$ cat src/hdl/fdma_pkg.sv
`default_nettype none
// -----------------------------------------------------------------------------
// fdma_pkg
// Shared constants, types and codes of the multichannel NCO mixer.
// -----------------------------------------------------------------------------
package fdma_pkg;

  localparam int NUM_CHANNELS = 14;
  localparam int TABLE_DEPTH  = 8192;
  localparam int PHASE_BITS   = 32;

  localparam int TBL_BITS = $clog2(TABLE_DEPTH);
  localparam int CH_HALF  = NUM_CHANNELS / 2;
  localparam int LANE_W   = (NUM_CHANNELS > 1) ? $clog2(NUM_CHANNELS) : 1;
  localparam int LCNT_W   = $clog2(NUM_CHANNELS + 1);

  localparam int MASK_W    = 14;
  localparam int AMP_W     = 11;
  localparam int STEP_W    = 32;
  localparam int SAMPLE_W  = 16;
  localparam int CFG_IDX_W = 3;
  localparam int SUM_W     = SAMPLE_W + $clog2(NUM_CHANNELS) + 1;

  localparam int CORDIC_STEPS = 16;
  localparam int CORDIC_W     = 32;
  localparam logic signed [CORDIC_W-1:0] CORDIC_START = 32'sd652032874;
  localparam logic signed [CORDIC_W-1:0] ATAN_TURNS [CORDIC_STEPS] = '{
    32'sd536870912, 32'sd316933405, 32'sd167458907, 32'sd85004756,
    32'sd42667331,  32'sd21354465,  32'sd10680862,  32'sd5340245,
    32'sd2670163,   32'sd1335086,   32'sd667544,    32'sd333772,
    32'sd166886,    32'sd83443,     32'sd41721,     32'sd20860
  };

  localparam int CMD_DEPTH = 4;

  typedef logic [PHASE_BITS-1:0]      phase_t;
  typedef logic signed [SAMPLE_W-1:0] sample_t;

  typedef enum logic [CFG_IDX_W-1:0] {
    REG_ACTIVE_MASK  = 3'd0,
    REG_CHANNEL_STEP = 3'd1,
    REG_CHIP_STEP    = 3'd2,
    REG_LO_STEP      = 3'd3,
    REG_AMPLITUDE    = 3'd4
  } cfg_reg_e;

  typedef struct packed {
    logic [MASK_W-1:0]        active_mask;
    logic [STEP_W-1:0]        channel_step;
    logic [STEP_W-1:0]        chip_step;
    logic signed [STEP_W-1:0] lo_step;
    logic [AMP_W-1:0]         amplitude;
  } cfg_t;

  typedef struct packed {
    logic clear;
    logic last;
  } cmd_t;

  typedef struct packed {
    logic              lo;
    logic [LANE_W-1:0] lane;
  } tag_t;

  typedef enum logic [2:0] {
    ST_IDLE,
    ST_ISSUE,
    ST_DRAIN,
    ST_CLAMP,
    ST_MIX,
    ST_FINISH
  } eng_state_e;

endpackage
`default_nettype wire

$ cat src/hdl/fdma_front.sv
`default_nettype none
// -----------------------------------------------------------------------------
// fdma_front
// Input side: takes sample ticks, turns them into commands and queues them
// for the synthesis engine.
// -----------------------------------------------------------------------------
module fdma_front (
  input  wire logic           clk_i,
  input  wire logic           rst_ni,
  input  wire logic           push_i,
  output logic                full_o,
  input  wire logic           clear_phase_i,
  input  wire logic           chunk_last_i,
  output logic                cmd_valid_o,
  output fdma_pkg::cmd_t      cmd_o,
  input  wire logic           cmd_pop_i
);
  import fdma_pkg::*;

  localparam int PTR_W = $clog2(CMD_DEPTH);
  localparam int CNT_W = $clog2(CMD_DEPTH + 1);

  cmd_t             mem_q [CMD_DEPTH];
  logic [PTR_W-1:0] wr_ptr_q, wr_ptr_d;
  logic [PTR_W-1:0] rd_ptr_q, rd_ptr_d;
  logic [CNT_W-1:0] count_q, count_d;
  logic             wr_en, rd_en;
  cmd_t             cmd_in;

  assign full_o      = (count_q == CNT_W'(CMD_DEPTH));
  assign cmd_valid_o = (count_q != '0);
  assign cmd_o       = mem_q[rd_ptr_q];

  assign wr_en = push_i && !full_o;
  assign rd_en = cmd_pop_i && cmd_valid_o;

  always_comb begin
    cmd_in.clear = clear_phase_i;
    cmd_in.last  = chunk_last_i;
    wr_ptr_d = wr_en ? wr_ptr_q + PTR_W'(1) : wr_ptr_q;
    rd_ptr_d = rd_en ? rd_ptr_q + PTR_W'(1) : rd_ptr_q;
    count_d  = count_q;
    if (wr_en && !rd_en) begin
      count_d = count_q + CNT_W'(1);
    end else if (rd_en && !wr_en) begin
      count_d = count_q - CNT_W'(1);
    end
  end

  always_ff @(posedge clk_i or negedge rst_ni) begin
    if (!rst_ni) begin
      wr_ptr_q <= '0;
      rd_ptr_q <= '0;
      count_q  <= '0;
    end else begin
      wr_ptr_q <= wr_ptr_d;
      rd_ptr_q <= rd_ptr_d;
      count_q  <= count_d;
    end
  end

  always_ff @(posedge clk_i) begin
    if (wr_en) begin
      mem_q[wr_ptr_q] <= cmd_in;
    end
  end

endmodule
`default_nettype wire

$ cat config.mk
export PLATFORM = sky130hd
export DESIGN_NAME = fdma_front
export DESIGN_NICKNAME = d
export VERILOG_FILES = /design/src/hdl/fdma_pkg.sv /design/src/hdl/fdma_front.sv
export SDC_FILE = /design/constraint.sdc
export NUM_CORES = 1
export LEC_CHECK = 0
export BUFFER_PORTS_ARGS = -buffer_cell sky130_fd_sc_hd__buf_2
export CAP_MARGIN = 20
export CELL_PAD_IN_SITES_DETAIL_PLACEMENT = 1
export CELL_PAD_IN_SITES_GLOBAL_PLACEMENT = 2
export CORE_ASPECT_RATIO = 1.1
export CORE_MARGIN = 2
export CORE_UTILIZATION = 41
export CTS_CLUSTER_DIAMETER = 60
export CTS_CLUSTER_SIZE = 10
export DETAILED_ROUTE_END_ITERATION = 6
export HOLD_SLACK_MARGIN = 0.03
export MAX_ROUTING_LAYER = met4
export PLACE_DENSITY_LB_ADDON = 0.3
export SYNTH_ARGS = -nofsm -noshare
export SYNTH_HDL_FRONTEND = slang
export SYNTH_SLANG_ARGS = --single-unit
$ cat constraint.sdc
create_clock -name clk_i -period 3 [get_ports clk_i]
set_input_delay 0.45 -clock clk_i [delete_from_list [all_inputs] [get_ports clk_i]]
set_output_delay 0.45 -clock clk_i [all_outputs]
set_load 0.05 [all_outputs]
Yosys cells after proc, flatten, opt, wreduce, memory -nomap -nowiden
Memory sizes are Yosys's and may differ from the RTL's.
Cells that the tools add are included.
- bits in registers: 7
- memories: 1
- word-level logic and storage cells: 22
- RAM bits: 8
- memory list (name ; words ; width ; read ports ; clocked after memory_dff ; wr ports ; RTL line ; text):
    mem_q ; 4 ; 2 ; 1 ; 0 ; 1 ; fdma_front.sv:23 ; cmd_t mem_q [CMD_DEPTH];
- equality and inequality tests: 1
- muxes and demuxes: 4
- add/sub/neg operators: 4
- reduce and logical (&&, ||, !) cells: 9
- operators with widths (cell ; number):
    $mux W3 ; 2
    $add A2 B1 Y2 const B ; 2
    $logic_and A1 B1 Y1 ; 4
    $add A3 B1 Y3 const B ; 1
    $eq A3 B3 Y1 const B ; 1
    $logic_not A1 Y1 ; 3
    $reduce_bool A3 Y1 ; 1
    $sub A3 B1 Y3 const B ; 1
    $mux W1 ; 2
    $reduce_bool A2 Y1 ; 1

Longest topological paths before layout
Gate-level depths: netlist (run 1).
- depth in word-level cells: 7
- depth in mapped cells: 9

Worst setup path before layout (run 1)
OpenSTA, ideal clock, no wires.
- path kind: register to register
- from: reg count_q[0]
- to: reg count_q[1]
- period minus slack after synthesis: 2.261 ns
- path buffers: 1
- cell stages (with the launch flop): 8
- slack: 0.739 ns
- arrival: 2.137 ns
- setup time: 0.125 ns
- cells stage by stage: dfrtp_1 nor3b_4 nor2b_2 buf_6 ha_1 inv_1 fa_1 mux2_2
- RTL lines (element ; RTL line ; text):
    start, declared ; fdma_front.sv:26 ; logic [CNT_W-1:0] count_q, count_d;
    start signal, assigned ; fdma_front.sv:58 ; count_q <= count_d;
    $eq A3 B3 Y1 ; fdma_front.sv:30 ; assign full_o = (count_q == CNT_W'(CMD_DEPTH));
    named net full_o ; fdma_front.sv:11 ; output logic full_o,
    $logic_not A1 Y1 ; fdma_front.sv:34 ; assign wr_en = push_i && !full_o;
    $logic_and A1 B1 Y1 ; fdma_front.sv:34 ;
    named net wr_en ; fdma_front.sv:27 ; logic wr_en, rd_en;
    $logic_and A1 B1 Y1 ; fdma_front.sv:43 ; if (wr_en && !rd_en) begin
    $mux W3 ; fdma_front.sv:43 ;
    named net count_d[1] ; fdma_front.sv:26 ;
The timed path passes the listed nets, and every way through them passes these cells. The select of a mux whose other input is x is not followed.
A chain may end at the register's enable or synchronous reset.

Worst setup path after layout (run 1)
- from: reg count_q[0]
- to: reg count_q[2]
- word-level cells in the longest chain between the ends: 6
- ends and longest elaborated chain (element):
    parallel branches: the longest is 6 deep, another holds $sub A3 B1 Y3
Parallel ways; which one is timed is not known. The select of a mux whose other input is x is not followed.

==> report_table.html, run 1 <==
<table>
<tr><th>Metric</th><th>Value</th></tr>
<tr><th colspan="2">Outcome</th></tr>
<tr><td>Result of the run</td><td>complete, no violations</td></tr>
<tr><th colspan="2">Placement</th></tr>
<tr><td>Routability congestion estimate</td><td>approximately 0.72</td></tr>
<tr><td>Post-Place Worst Slack</td><td>0.856 ns</td></tr>
<tr><td>Placed insts</td><td>70</td></tr>
<tr><td>Total cell area at the placement stage</td><td>781 sq um</td></tr>
<tr><td>Count of input and output buffers</td><td>9</td></tr>
<tr><th colspan="2">Route</th></tr>
<tr><td>Vias per cell</td><td>4.96</td></tr>
<tr><td>Total routed wirelength</td><td>between 1000 and 1500 microns</td></tr>
<tr><td>Count of unresolved DRC violations after routing</td><td>0</td></tr>
<tr><td>Post-detailed-route wirelength per cell</td><td>13.7 microns</td></tr>
<tr><td>1st-pass router iterations</td><td>5</td></tr>
<tr><td>Number of DRC markers after the initial detailed-route iteration</td><td>9</td></tr>
<tr><td>Routed vias</td><td>372</td></tr>
<tr><td>Post-route antenna net violation count</td><td>0</td></tr>
<tr><th colspan="2">Pwr</th></tr>
<tr><td>Cell Int Power</td><td>521 uW</td></tr>
<tr><td>Share of power burned in registers</td><td>a little over two fifths</td></tr>
<tr><td>Fraction of power spent switching nets</td><td>40.3%</td></tr>
<tr><td>Clock network power share</td><td>12.5%</td></tr>
<tr><td>Overall power after layout</td><td>slightly below 900 uW</td></tr>
<tr><td>IR drop worst, VDD</td><td>0.452 mV</td></tr>
<tr><td>Power per cell area</td><td>1070 nW/um^2</td></tr>
<tr><td>Leakage power figure</td><td>0.349 nW</td></tr>
<tr><td>Logic gate share of total power</td><td>45.7%</td></tr>
<tr><td>Net Sw Power</td><td>351 uW</td></tr>
<tr><th colspan="2">Floorplan</th></tr>
<tr><td>Die boundary height</td><td>48.1 microns</td></tr>
<tr><td>Starting density of the core</td><td>45.0%</td></tr>
<tr><td>Chip width</td><td>44.1 microns</td></tr>
<tr><td>Num ports</td><td>10</td></tr>
<tr><td>Num rows</td><td>15</td></tr>
<tr><td>Area enclosed by the die boundary</td><td>between 2000 and 2500 sq um</td></tr>
<tr><td>Core Box Area</td><td>roughly 1600 sq um</td></tr>
<tr><th colspan="2">Worst setup path</th></tr>
<tr><td>Required arrival time at the worst endpoint</td><td>3.20 ns</td></tr>
<tr><td>Slowest library cell on the worst path</td><td>sky130_fd_sc_hd__dfrtp_1</td></tr>
<tr><td>Reg-to-reg startpoint</td><td>count_q[0]</td></tr>
<tr><td>Sum of buffers and inverters on the critical path</td><td>1</td></tr>
<tr><td>CP top delay family</td><td>simple AND/OR/NAND/NOR gates</td></tr>
<tr><td>Critical path startpoint category</td><td>flop</td></tr>
<tr><td>Critical Setup Path Class</td><td>reg -&gt; reg</td></tr>
<tr><td>Slowest cell delay on critical path</td><td>0.46 ns</td></tr>
<tr><td>Source of the critical timing path</td><td>count_q[0]</td></tr>
<tr><td>Capturing element type of the critical path</td><td>flop</td></tr>
<tr><td>Worst path arrival time</td><td>2.36 ns</td></tr>
<tr><td>Most Frequent Cell on Critical Path</td><td>sky130_fd_sc_hd__xor2_1</td></tr>
<tr><td>Worst-path maximum fanout</td><td>4</td></tr>
<tr><td>Critical-path cell list</td><td>or3_4 &gt; nand2_1 &gt; ha_1 &gt; inv_1 &gt; fa_1 &gt; xor2_1 &gt; nor2_1 &gt; xor2_1</td></tr>
<tr><th colspan="2">CTS</th></tr>
<tr><td>Number of CTS-inserted buffers</td><td>3</td></tr>
<tr><td>CTS tree</td><td>done</td></tr>
<tr><td>Worst skew pair latency</td><td>between 0.2 and 0.3 ns</td></tr>
<tr><td>Clk slew on worst S/H paths</td><td>0.09 ns</td></tr>
<tr><td>Root Driver</td><td>sky130_fd_sc_hd__clkbuf_4</td></tr>
<tr><td>Number of buffers between clock root and the deepest sink</td><td>2</td></tr>
<tr><td>Number of levels the H-tree was split into</td><td>1</td></tr>
<tr><td>Total clock sinks</td><td>15</td></tr>
<tr><th colspan="2">Synth</th></tr>
<tr><td>Dominant synthesized flop cell</td><td>sky130_fd_sc_hd__edfxtp_1</td></tr>
<tr><td>Seq cells post-synth</td><td>15</td></tr>
<tr><td>Async set-or-reset flop fraction in the synthesized netlist</td><td>46.7%</td></tr>
<tr><td>Post-synthesis cell count</td><td>45</td></tr>
<tr><td>Syn nets</td><td>57</td></tr>
<tr><td>Biggest area contributors in the synthesized netlist</td><td>sky130_fd_sc_hd__edfxtp_1, sky130_fd_sc_hd__dfrtp_1, sky130_fd_sc_hd__ha_1</td></tr>
<tr><td>Top cells by instance count after synthesis</td><td>sky130_fd_sc_hd__edfxtp_1, sky130_fd_sc_hd__dfrtp_1, sky130_fd_sc_hd__ha_1</td></tr>
<tr><td>Cell Area, Synth</td><td>about 730 sq um</td></tr>
<tr><td>Number of distinct standard cells referenced by the synthesized netlist</td><td>18</td></tr>
<tr><td>Yosys top cell area share</td><td>about a third</td></tr>
<tr><td>Synth Warn #</td><td>0</td></tr>
<tr><td>Avg Cell Area, Syn</td><td>16.1 sq um</td></tr>
<tr><td>Number of enable flip-flop cells after synthesis</td><td>8</td></tr>
<tr><td>Cell with the most instances after synthesis</td><td>sky130_fd_sc_hd__edfxtp_1</td></tr>
<tr><td>Area leader, netlist</td><td>sky130_fd_sc_hd__edfxtp_1</td></tr>
<tr><td>Sequential area share after synthesis</td><td>57.2%</td></tr>
<tr><th colspan="2">Cells and area</th></tr>
<tr><td>Filler-free cell count of the finished design</td><td>75</td></tr>
<tr><td>Final core occ</td><td>around half</td></tr>
<tr><td>Share of cells above drive strength 1</td><td>41.4%</td></tr>
<tr><td>Layout filler cell count</td><td>155</td></tr>
<tr><td>Area delta synth-&gt;final</td><td>12.8%</td></tr>
<tr><td>Layout Nets</td><td>between 70 and 80</td></tr>
<tr><td>Antenna diode count</td><td>0</td></tr>
<tr><td>Post-layout instance area</td><td>818 sq um</td></tr>
<tr><th colspan="2">Global route</th></tr>
<tr><td>Number of antenna violations at the first check in global routing</td><td>0</td></tr>
<tr><td>Global route total overflow</td><td>0</td></tr>
<tr><td>First-pass GRT wire length</td><td>1680 microns</td></tr>
<tr><td>Maximum number of pins on one net before global-route repair</td><td>10</td></tr>
<tr><td>Global-route total usage across every layer</td><td>approximately an eighth</td></tr>
<tr><td>Number of global-route vias before repair</td><td>between 300 and 400</td></tr>
<tr><th colspan="2">STA</th></tr>
<tr><td>Worst-case hold slack</td><td>0.397 ns</td></tr>
<tr><td>Worst Tran Pin Value</td><td>0.298 ns</td></tr>
<tr><td>RSZ-0062 raised after global routing</td><td>no</td></tr>
<tr><td>Final number of setup-violating endpoints</td><td>0</td></tr>
<tr><td>Total Negative Setup Slacks</td><td>0 ns</td></tr>
<tr><td>Share of the clock period used by the worst path after layout</td><td>a little under three quarters</td></tr>
<tr><td>Min setup slack post-route</td><td>0.846 ns</td></tr>
<tr><td>Max Transition Viols Final</td><td>0</td></tr>
<tr><td>Clock skew</td><td>~0.009 ns</td></tr>
<tr><td>Clock period minus final worst setup slack</td><td>approximately 2.2 ns</td></tr>
<tr><td>Final number of hold-violating endpoints</td><td>0</td></tr>
<tr><td>Fmax</td><td>0.464 GHz</td></tr>
<tr><td>Worst slew margin relative to its limit</td><td>80.0%</td></tr>
<tr><th colspan="2">Min path</th></tr>
<tr><td>Min-delay worst type</td><td>in -&gt; reg</td></tr>
<tr><td>Hold_sp</td><td>clear_phase_i</td></tr>
<tr><th colspan="2">Run</th></tr>
<tr><td>Reported max-cap violation count</td><td>0</td></tr>
</table>
-- what timing repair did --
action                    CTS  global route
hold buffers                1             0
setup buffers               0             0
hold endpoints to repair    7             0
gates resized for setup     0             0
-- routing by layer --
layer	share of wire (%)	up-vias	global-route usage, %
met1	38	184	13.0
met3	3.9	2	4.44
met5	0	-	-
met4	0.58	0	5.45
li1	-	179	-
met2	57	7	20.6
-- final timing paths --
path / depth (start not counted) / slack, ns / to
max: 8 / 0.85 / count_q[2]
min: 1 / 0.40 / mem_q[1][1]
max reg2reg: 8 / 0.85 / count_q[2]
min reg2reg: 1 / 0.51 / count_q[2]
max in group asynchronous: 2 / 2.32 / count_q[0]
min in group asynchronous: 2 / 0.52 / rd_ptr_q[1]
-- state kept, by name (all words and copies together) (netlist names) --
signal and flops:
wr_ptr_q 2, count_q 3, mem_q 8, rd_ptr_q 2
-- cell usage in the layout (no fill, tap or decap), types with 2 or more instances in the layout --
cell type	synthesis	routed
sky130_fd_sc_hd__and2_2	4	4
sky130_fd_sc_hd__buf_2	0	9
sky130_fd_sc_hd__clkbuf_4	0	3
sky130_fd_sc_hd__dfrtp_1	7	7
sky130_fd_sc_hd__edfxtp_1	8	8
sky130_fd_sc_hd__ha_1	5	5
sky130_fd_sc_hd__inv_1	3	3
sky130_fd_sc_hd__mux4_2	2	2
sky130_fd_sc_hd__xnor2_1	4	4
sky130_fd_sc_hd__xor2_1	2	2
-- power by group through the flow --
stage	logic (mW)	registers, mW	clock network (mW)
finish	0.399	0.365	0.109
global route	0.443	0.379	0.129
CTS	0.409	0.369	0.113
detailed placement	0.406	0.373	0
global placement	0.384	0.366	0
floorplan	0.338	0.356	0
-- worst register-to-register path, cell delays in order (launching register included) --
cell,delay (ns)
sky130_fd_sc_hd__dfrtp_1,0.46
sky130_fd_sc_hd__or3_4,0.42
sky130_fd_sc_hd__nand2_1,0.11
sky130_fd_sc_hd__ha_1,0.20
sky130_fd_sc_hd__inv_1,0.06
sky130_fd_sc_hd__fa_1,0.39
sky130_fd_sc_hd__xor2_1,0.16
sky130_fd_sc_hd__nor2_1,0.11
sky130_fd_sc_hd__xor2_1,0.16
-- final cells by class --
cell class	instances	area, sq um	area share, %
clock inverter	1	5.00	0.612
tap	17	21.3	2.60
sequential	15	415	50.8
clock buffer	3	22.5	2.75
timing repair buffer	10	55.1	6.73
inverter	3	11.3	1.38
multi-input combinational	26	288	35.2
-- kinds of logic after synthesis --
| logic type | count (synthesis) | synth area share [%] |
|---|---|---|
| buffers and inverters | 4 | 3.10 |
| xor gates and xnor gates | 6 | 7.24 |
| adders and majority gates | 6 | 11.4 |
| and+or+nand+nor | 10 | 11.2 |
| DFF | 15 | 57.2 |
| muxes | 4 | 9.83 |
Note: power is estimated with default switching activity, not from simulation.
==> run 2: changes to the inputs <==
--- a/config.mk
+++ b/config.mk
@@ -11,7 +11,7 @@
 export CELL_PAD_IN_SITES_GLOBAL_PLACEMENT = 2
 export CORE_ASPECT_RATIO = 1.1
 export CORE_MARGIN = 2
-export CORE_UTILIZATION = 41
+export CORE_UTILIZATION = 35
 export CTS_CLUSTER_DIAMETER = 60
 export CTS_CLUSTER_SIZE = 10
 export DETAILED_ROUTE_END_ITERATION = 6
==> constraint.sdc (replaced) <==
create_clock -name clk_i -period 1.9 [get_ports clk_i]
set_input_delay 0.285 -clock clk_i [delete_from_list [all_inputs] [get_ports clk_i]]
set_output_delay 0.285 -clock clk_i [all_outputs]
set_load 0.05 [all_outputs]
==> run 2 against run 1 <==
  * Hold slack worse by 0.17 ns
  * Routed wire length up 21%
  * Sequential power up 49%
  * Largest power group unchanged
  * Clock power up 59%
==> report_table.html, run 2 (synthesis gave the netlist of run 1 again) <==
<table>
<tr><th>Metric</th><th>Value</th></tr>
<tr><th colspan="2">Outcome</th></tr>
<tr><td>Result of the run</td><td>complete, no violations</td></tr>
<tr><th colspan="2">Worst setup path</th></tr>
<tr><td>Critical path startpoint category</td><td>flop</td></tr>
<tr><td>Critical Setup Path Class</td><td>reg -&gt; reg</td></tr>
<tr><td>Slowest cell delay on critical path</td><td>0.42 ns (-0.04 ns)</td></tr>
<tr><td>Critical-path cell list</td><td>buf_4 &gt; nor3b_4 &gt; nor2b_2 &gt; ha_4 &gt; inv_2 &gt; fa_2 &gt; mux2_2</td></tr>
<tr><td>Capturing element type of the critical path</td><td>flop</td></tr>
<tr><td>Worst path arrival time</td><td>2.04 ns (-0.32 ns)</td></tr>
<tr><td>Depth of the worst register-to-register path</td><td>7 (-1)</td></tr>
<tr><td>Slowest library cell on the worst path</td><td>sky130_fd_sc_hd__fa_2</td></tr>
<tr><td>Required arrival time at the worst endpoint</td><td>2.06 ns (-1.14 ns)</td></tr>
<tr><td>Worst-path maximum fanout</td><td>3 (-1)</td></tr>
<tr><th colspan="2">Placement</th></tr>
<tr><td>Placed wire-length estimate</td><td>976 microns</td></tr>
<tr><td>Total cell area at the placement stage</td><td>867 sq um (+11%)</td></tr>
<tr><td>Routability congestion estimate</td><td>0.676 (-5.6%)</td></tr>
<tr><td>Count of input and output buffers</td><td>9 (unchanged)</td></tr>
<tr><th colspan="2">STA</th></tr>
<tr><td>Share of the clock period used by the worst path after layout</td><td>98.9% (+27 points)</td></tr>
<tr><td>RSZ-0062 raised after global routing</td><td>yes</td></tr>
<tr><td>Clock skew</td><td>0.00402 ns (-0.00477 ns)</td></tr>
<tr><td>Clock period minus final worst setup slack</td><td>1.88 ns (-0.275 ns)</td></tr>
<tr><td>Total Negative Setup Slacks</td><td>0 ns (unchanged)</td></tr>
<tr><td>Max Transition Viols Final</td><td>0 (unchanged)</td></tr>
<tr><td>Final number of hold-violating endpoints</td><td>0 (unchanged)</td></tr>
<tr><td>Worst slew margin relative to its limit</td><td>82.5% (+2.5 points)</td></tr>
<tr><td>Final number of setup-violating endpoints</td><td>0 (unchanged)</td></tr>
<tr><td>Fmax</td><td>0.532 GHz (+15%)</td></tr>
<tr><td>Worst Tran Pin Value</td><td>0.264 ns (-0.0343 ns)</td></tr>
<tr><th colspan="2">Pwr</th></tr>
<tr><td>Overall power after layout</td><td>1.52 mW (+74%)</td></tr>
<tr><td>Share of power burned in registers</td><td>35.9% (-5.9 points)</td></tr>
<tr><td>Logic gate share of total power</td><td>52.8% (+7.1 points)</td></tr>
<tr><td>Power per cell area</td><td>1650 nW/um^2 (+55%)</td></tr>
<tr><td>Clock network power share</td><td>11.4% (-1.1 points)</td></tr>
<tr><td>Leakage power figure</td><td>0.391 nW (+12%)</td></tr>
<tr><td>Cell Int Power</td><td>929 uW (+78%)</td></tr>
<tr><td>Net Sw Power</td><td>591 uW (+68%)</td></tr>
<tr><td>Fraction of power spent switching nets</td><td>38.9% (-1.4 points)</td></tr>
<tr><td>IR drop worst, VDD</td><td>0.619 mV (+37%)</td></tr>
<tr><th colspan="2">Route</th></tr>
<tr><td>Number of DRC markers after the initial detailed-route iteration</td><td>2 (-7)</td></tr>
<tr><td>1st-pass router iterations</td><td>2 (-3)</td></tr>
<tr><td>Total routed wirelength</td><td>1250 microns (+21%)</td></tr>
<tr><td>Post-route antenna net violation count</td><td>0 (unchanged)</td></tr>
<tr><td>Vias per cell</td><td>4.24 (-14%)</td></tr>
<tr><td>Count of unresolved DRC violations after routing</td><td>0 (unchanged)</td></tr>
<tr><td>Routed vias</td><td>403 (+8.3%)</td></tr>
<tr><td>Post-detailed-route wirelength per cell</td><td>13.1 microns (-4.3%)</td></tr>
<tr><th colspan="2">Cells and area</th></tr>
<tr><td>Top Registers</td><td>mem_q: 8 flops, count_q: 3 flops</td></tr>
<tr><td>Most frequent cells in the layout</td><td>sky130_fd_sc_hd__buf_2, sky130_fd_sc_hd__buf_4, sky130_fd_sc_hd__edfxtp_1</td></tr>
<tr><td>Post-layout instance area</td><td>921 sq um (+13%)</td></tr>
<tr><td>Max reg flops</td><td>8 (unchanged)</td></tr>
<tr><td>Layout Nets</td><td>80 (+13%)</td></tr>
<tr><td>Largest register by flop count</td><td>mem_q</td></tr>
<tr><td>Share of cells above drive strength 1</td><td>53.7% (+12 points)</td></tr>
<tr><td>Area delta synth-&gt;final</td><td>26.9%</td></tr>
<tr><td>Final core occ</td><td>46.6% (-4.1 points)</td></tr>
<tr><td>Antenna diode count</td><td>0 (unchanged)</td></tr>
<tr><th colspan="2">Floorplan</th></tr>
<tr><td>Starting density of the core</td><td>36.7% (-8.3 points)</td></tr>
<tr><td>Die boundary height</td><td>51.8 microns (+7.5%)</td></tr>
<tr><td>Area enclosed by the die boundary</td><td>2450 sq um (+16%)</td></tr>
<tr><td>Num ports</td><td>10 (unchanged)</td></tr>
<tr><td>Core Box Area</td><td>1980 sq um (+23%)</td></tr>
<tr><td>Num rows</td><td>17 (+2)</td></tr>
<tr><td>Chip width</td><td>47.4 microns (+7.5%)</td></tr>
<tr><th colspan="2">CTS</th></tr>
<tr><td>Total clock sinks</td><td>15 (unchanged)</td></tr>
<tr><td>Number of buffers between clock root and the deepest sink</td><td>2 (unchanged)</td></tr>
<tr><td>CTS tree</td><td>done</td></tr>
<tr><td>Clk slew on worst S/H paths</td><td>0.08 ns (about the same)</td></tr>
<tr><td>Root Driver</td><td>sky130_fd_sc_hd__clkbuf_4</td></tr>
<tr><td>Number of CTS-inserted buffers</td><td>3 (unchanged)</td></tr>
<tr><td>Worst skew pair latency</td><td>0.27 ns (about the same)</td></tr>
<tr><td>Number of levels the H-tree was split into</td><td>1 (unchanged)</td></tr>
<tr><th colspan="2">Global route</th></tr>
<tr><td>First-pass GRT wire length</td><td>1940 microns (+15%)</td></tr>
<tr><td>Number of global-route vias before repair</td><td>450 (+20%)</td></tr>
<tr><td>Number of antenna violations at the first check in global routing</td><td>0 (unchanged)</td></tr>
<tr><td>Maximum number of pins on one net before global-route repair</td><td>9 (-1)</td></tr>
<tr><td>Global-route total usage across every layer</td><td>12.0% (-0.14 points)</td></tr>
<tr><td>Global route total overflow</td><td>0 (unchanged)</td></tr>
<tr><th colspan="2">Min path</th></tr>
<tr><td>Worst Hold Path Cells</td><td>1 (unchanged)</td></tr>
<tr><td>Min-delay worst type</td><td>in -&gt; reg</td></tr>
<tr><th colspan="2">Run</th></tr>
<tr><td>Reported max-cap violation count</td><td>0 (unchanged)</td></tr>
</table>
-- run 2: path summary, 6_finish.rpt --
check | from | to | slack (ns)
setup / recovery | count_q[0] | count_q[1] | 0.02
hold / removal | clear_phase_i | mem_q[1][1] | 0.23
setup reg to reg | count_q[0] | count_q[1] | 0.02
hold reg to reg | rd_ptr_q[1] | rd_ptr_q[1] | 0.54
max in group asynchronous | rst_ni | count_q[2] | 1.35
min in group asynchronous | rst_ni | rd_ptr_q[0] | 0.38
-- run 2: timing repair --
action,in CTS,in global routing
setup buffers,1,1
pin swaps,4,2
resized for setup,1,0
hold endpoints to repair,7,0
hold buffers,1,0
setup endpoints to repair,1,2
-- run 2: layer usage --
metal  up-vias  global-route usage, %  wire length, microns
li1        199                      -                     -
met1       198                   13.4                   498
met2         4                   19.6                   712
met3         2                   2.08                    26
met4         0                   6.94                    10
met5         -                      -                     0
-- run 2: power groups by stage --
stage	Combinational, mW	Sequential, mW	Clock (mW)
4_1_cts	0.810	0.550	0.181
3_5_place_dp	0.782	0.558	0
5_1_grt	0.879	0.564	0.192
3_3_place_gp	0.769	0.550	0
6_report	0.802	0.545	0.173
2_1_floorplan	0.557	0.562	0
-- run 2: worst max-delay path: cells and delay by family, from the launching register on --
family / cells / cell delay, ns
flip-flops: 1 / 0.39
adder cells (fa/ha/maj): 2 / 0.59
AND/OR/NAND/NOR: 2 / 0.32
buffers and inverters: 2 / 0.20
multiplexers: 1 / 0.27
-- run 2: metrics by stage --
stage / cells / hold slack [ns] / setup WS, ns
final: 95 / 0.229 / 0.0210
after global routing: 95 / 0.217 / -0.0639
after CTS: 94 / 0.222 / -0.000908
after detailed placement: 88 / 0.131 / -0.0676
after global placement: 88 / 0.128 / 0.0243
after floorplan: 45 / -0.0106 / -0.268
-- run 2: area by class of cell --
| class | count | area [sq um] |
|---|---|---|
| inverter | 3 | 11.3 |
| multi-input combinational | 26 | 310 |
| tap | 28 | 35.0 |
| sequential | 15 | 415 |
| timing repair buffer | 19 | 123 |
| clock buffer | 4 | 26.3 |
| fill | 214 | 1060 |
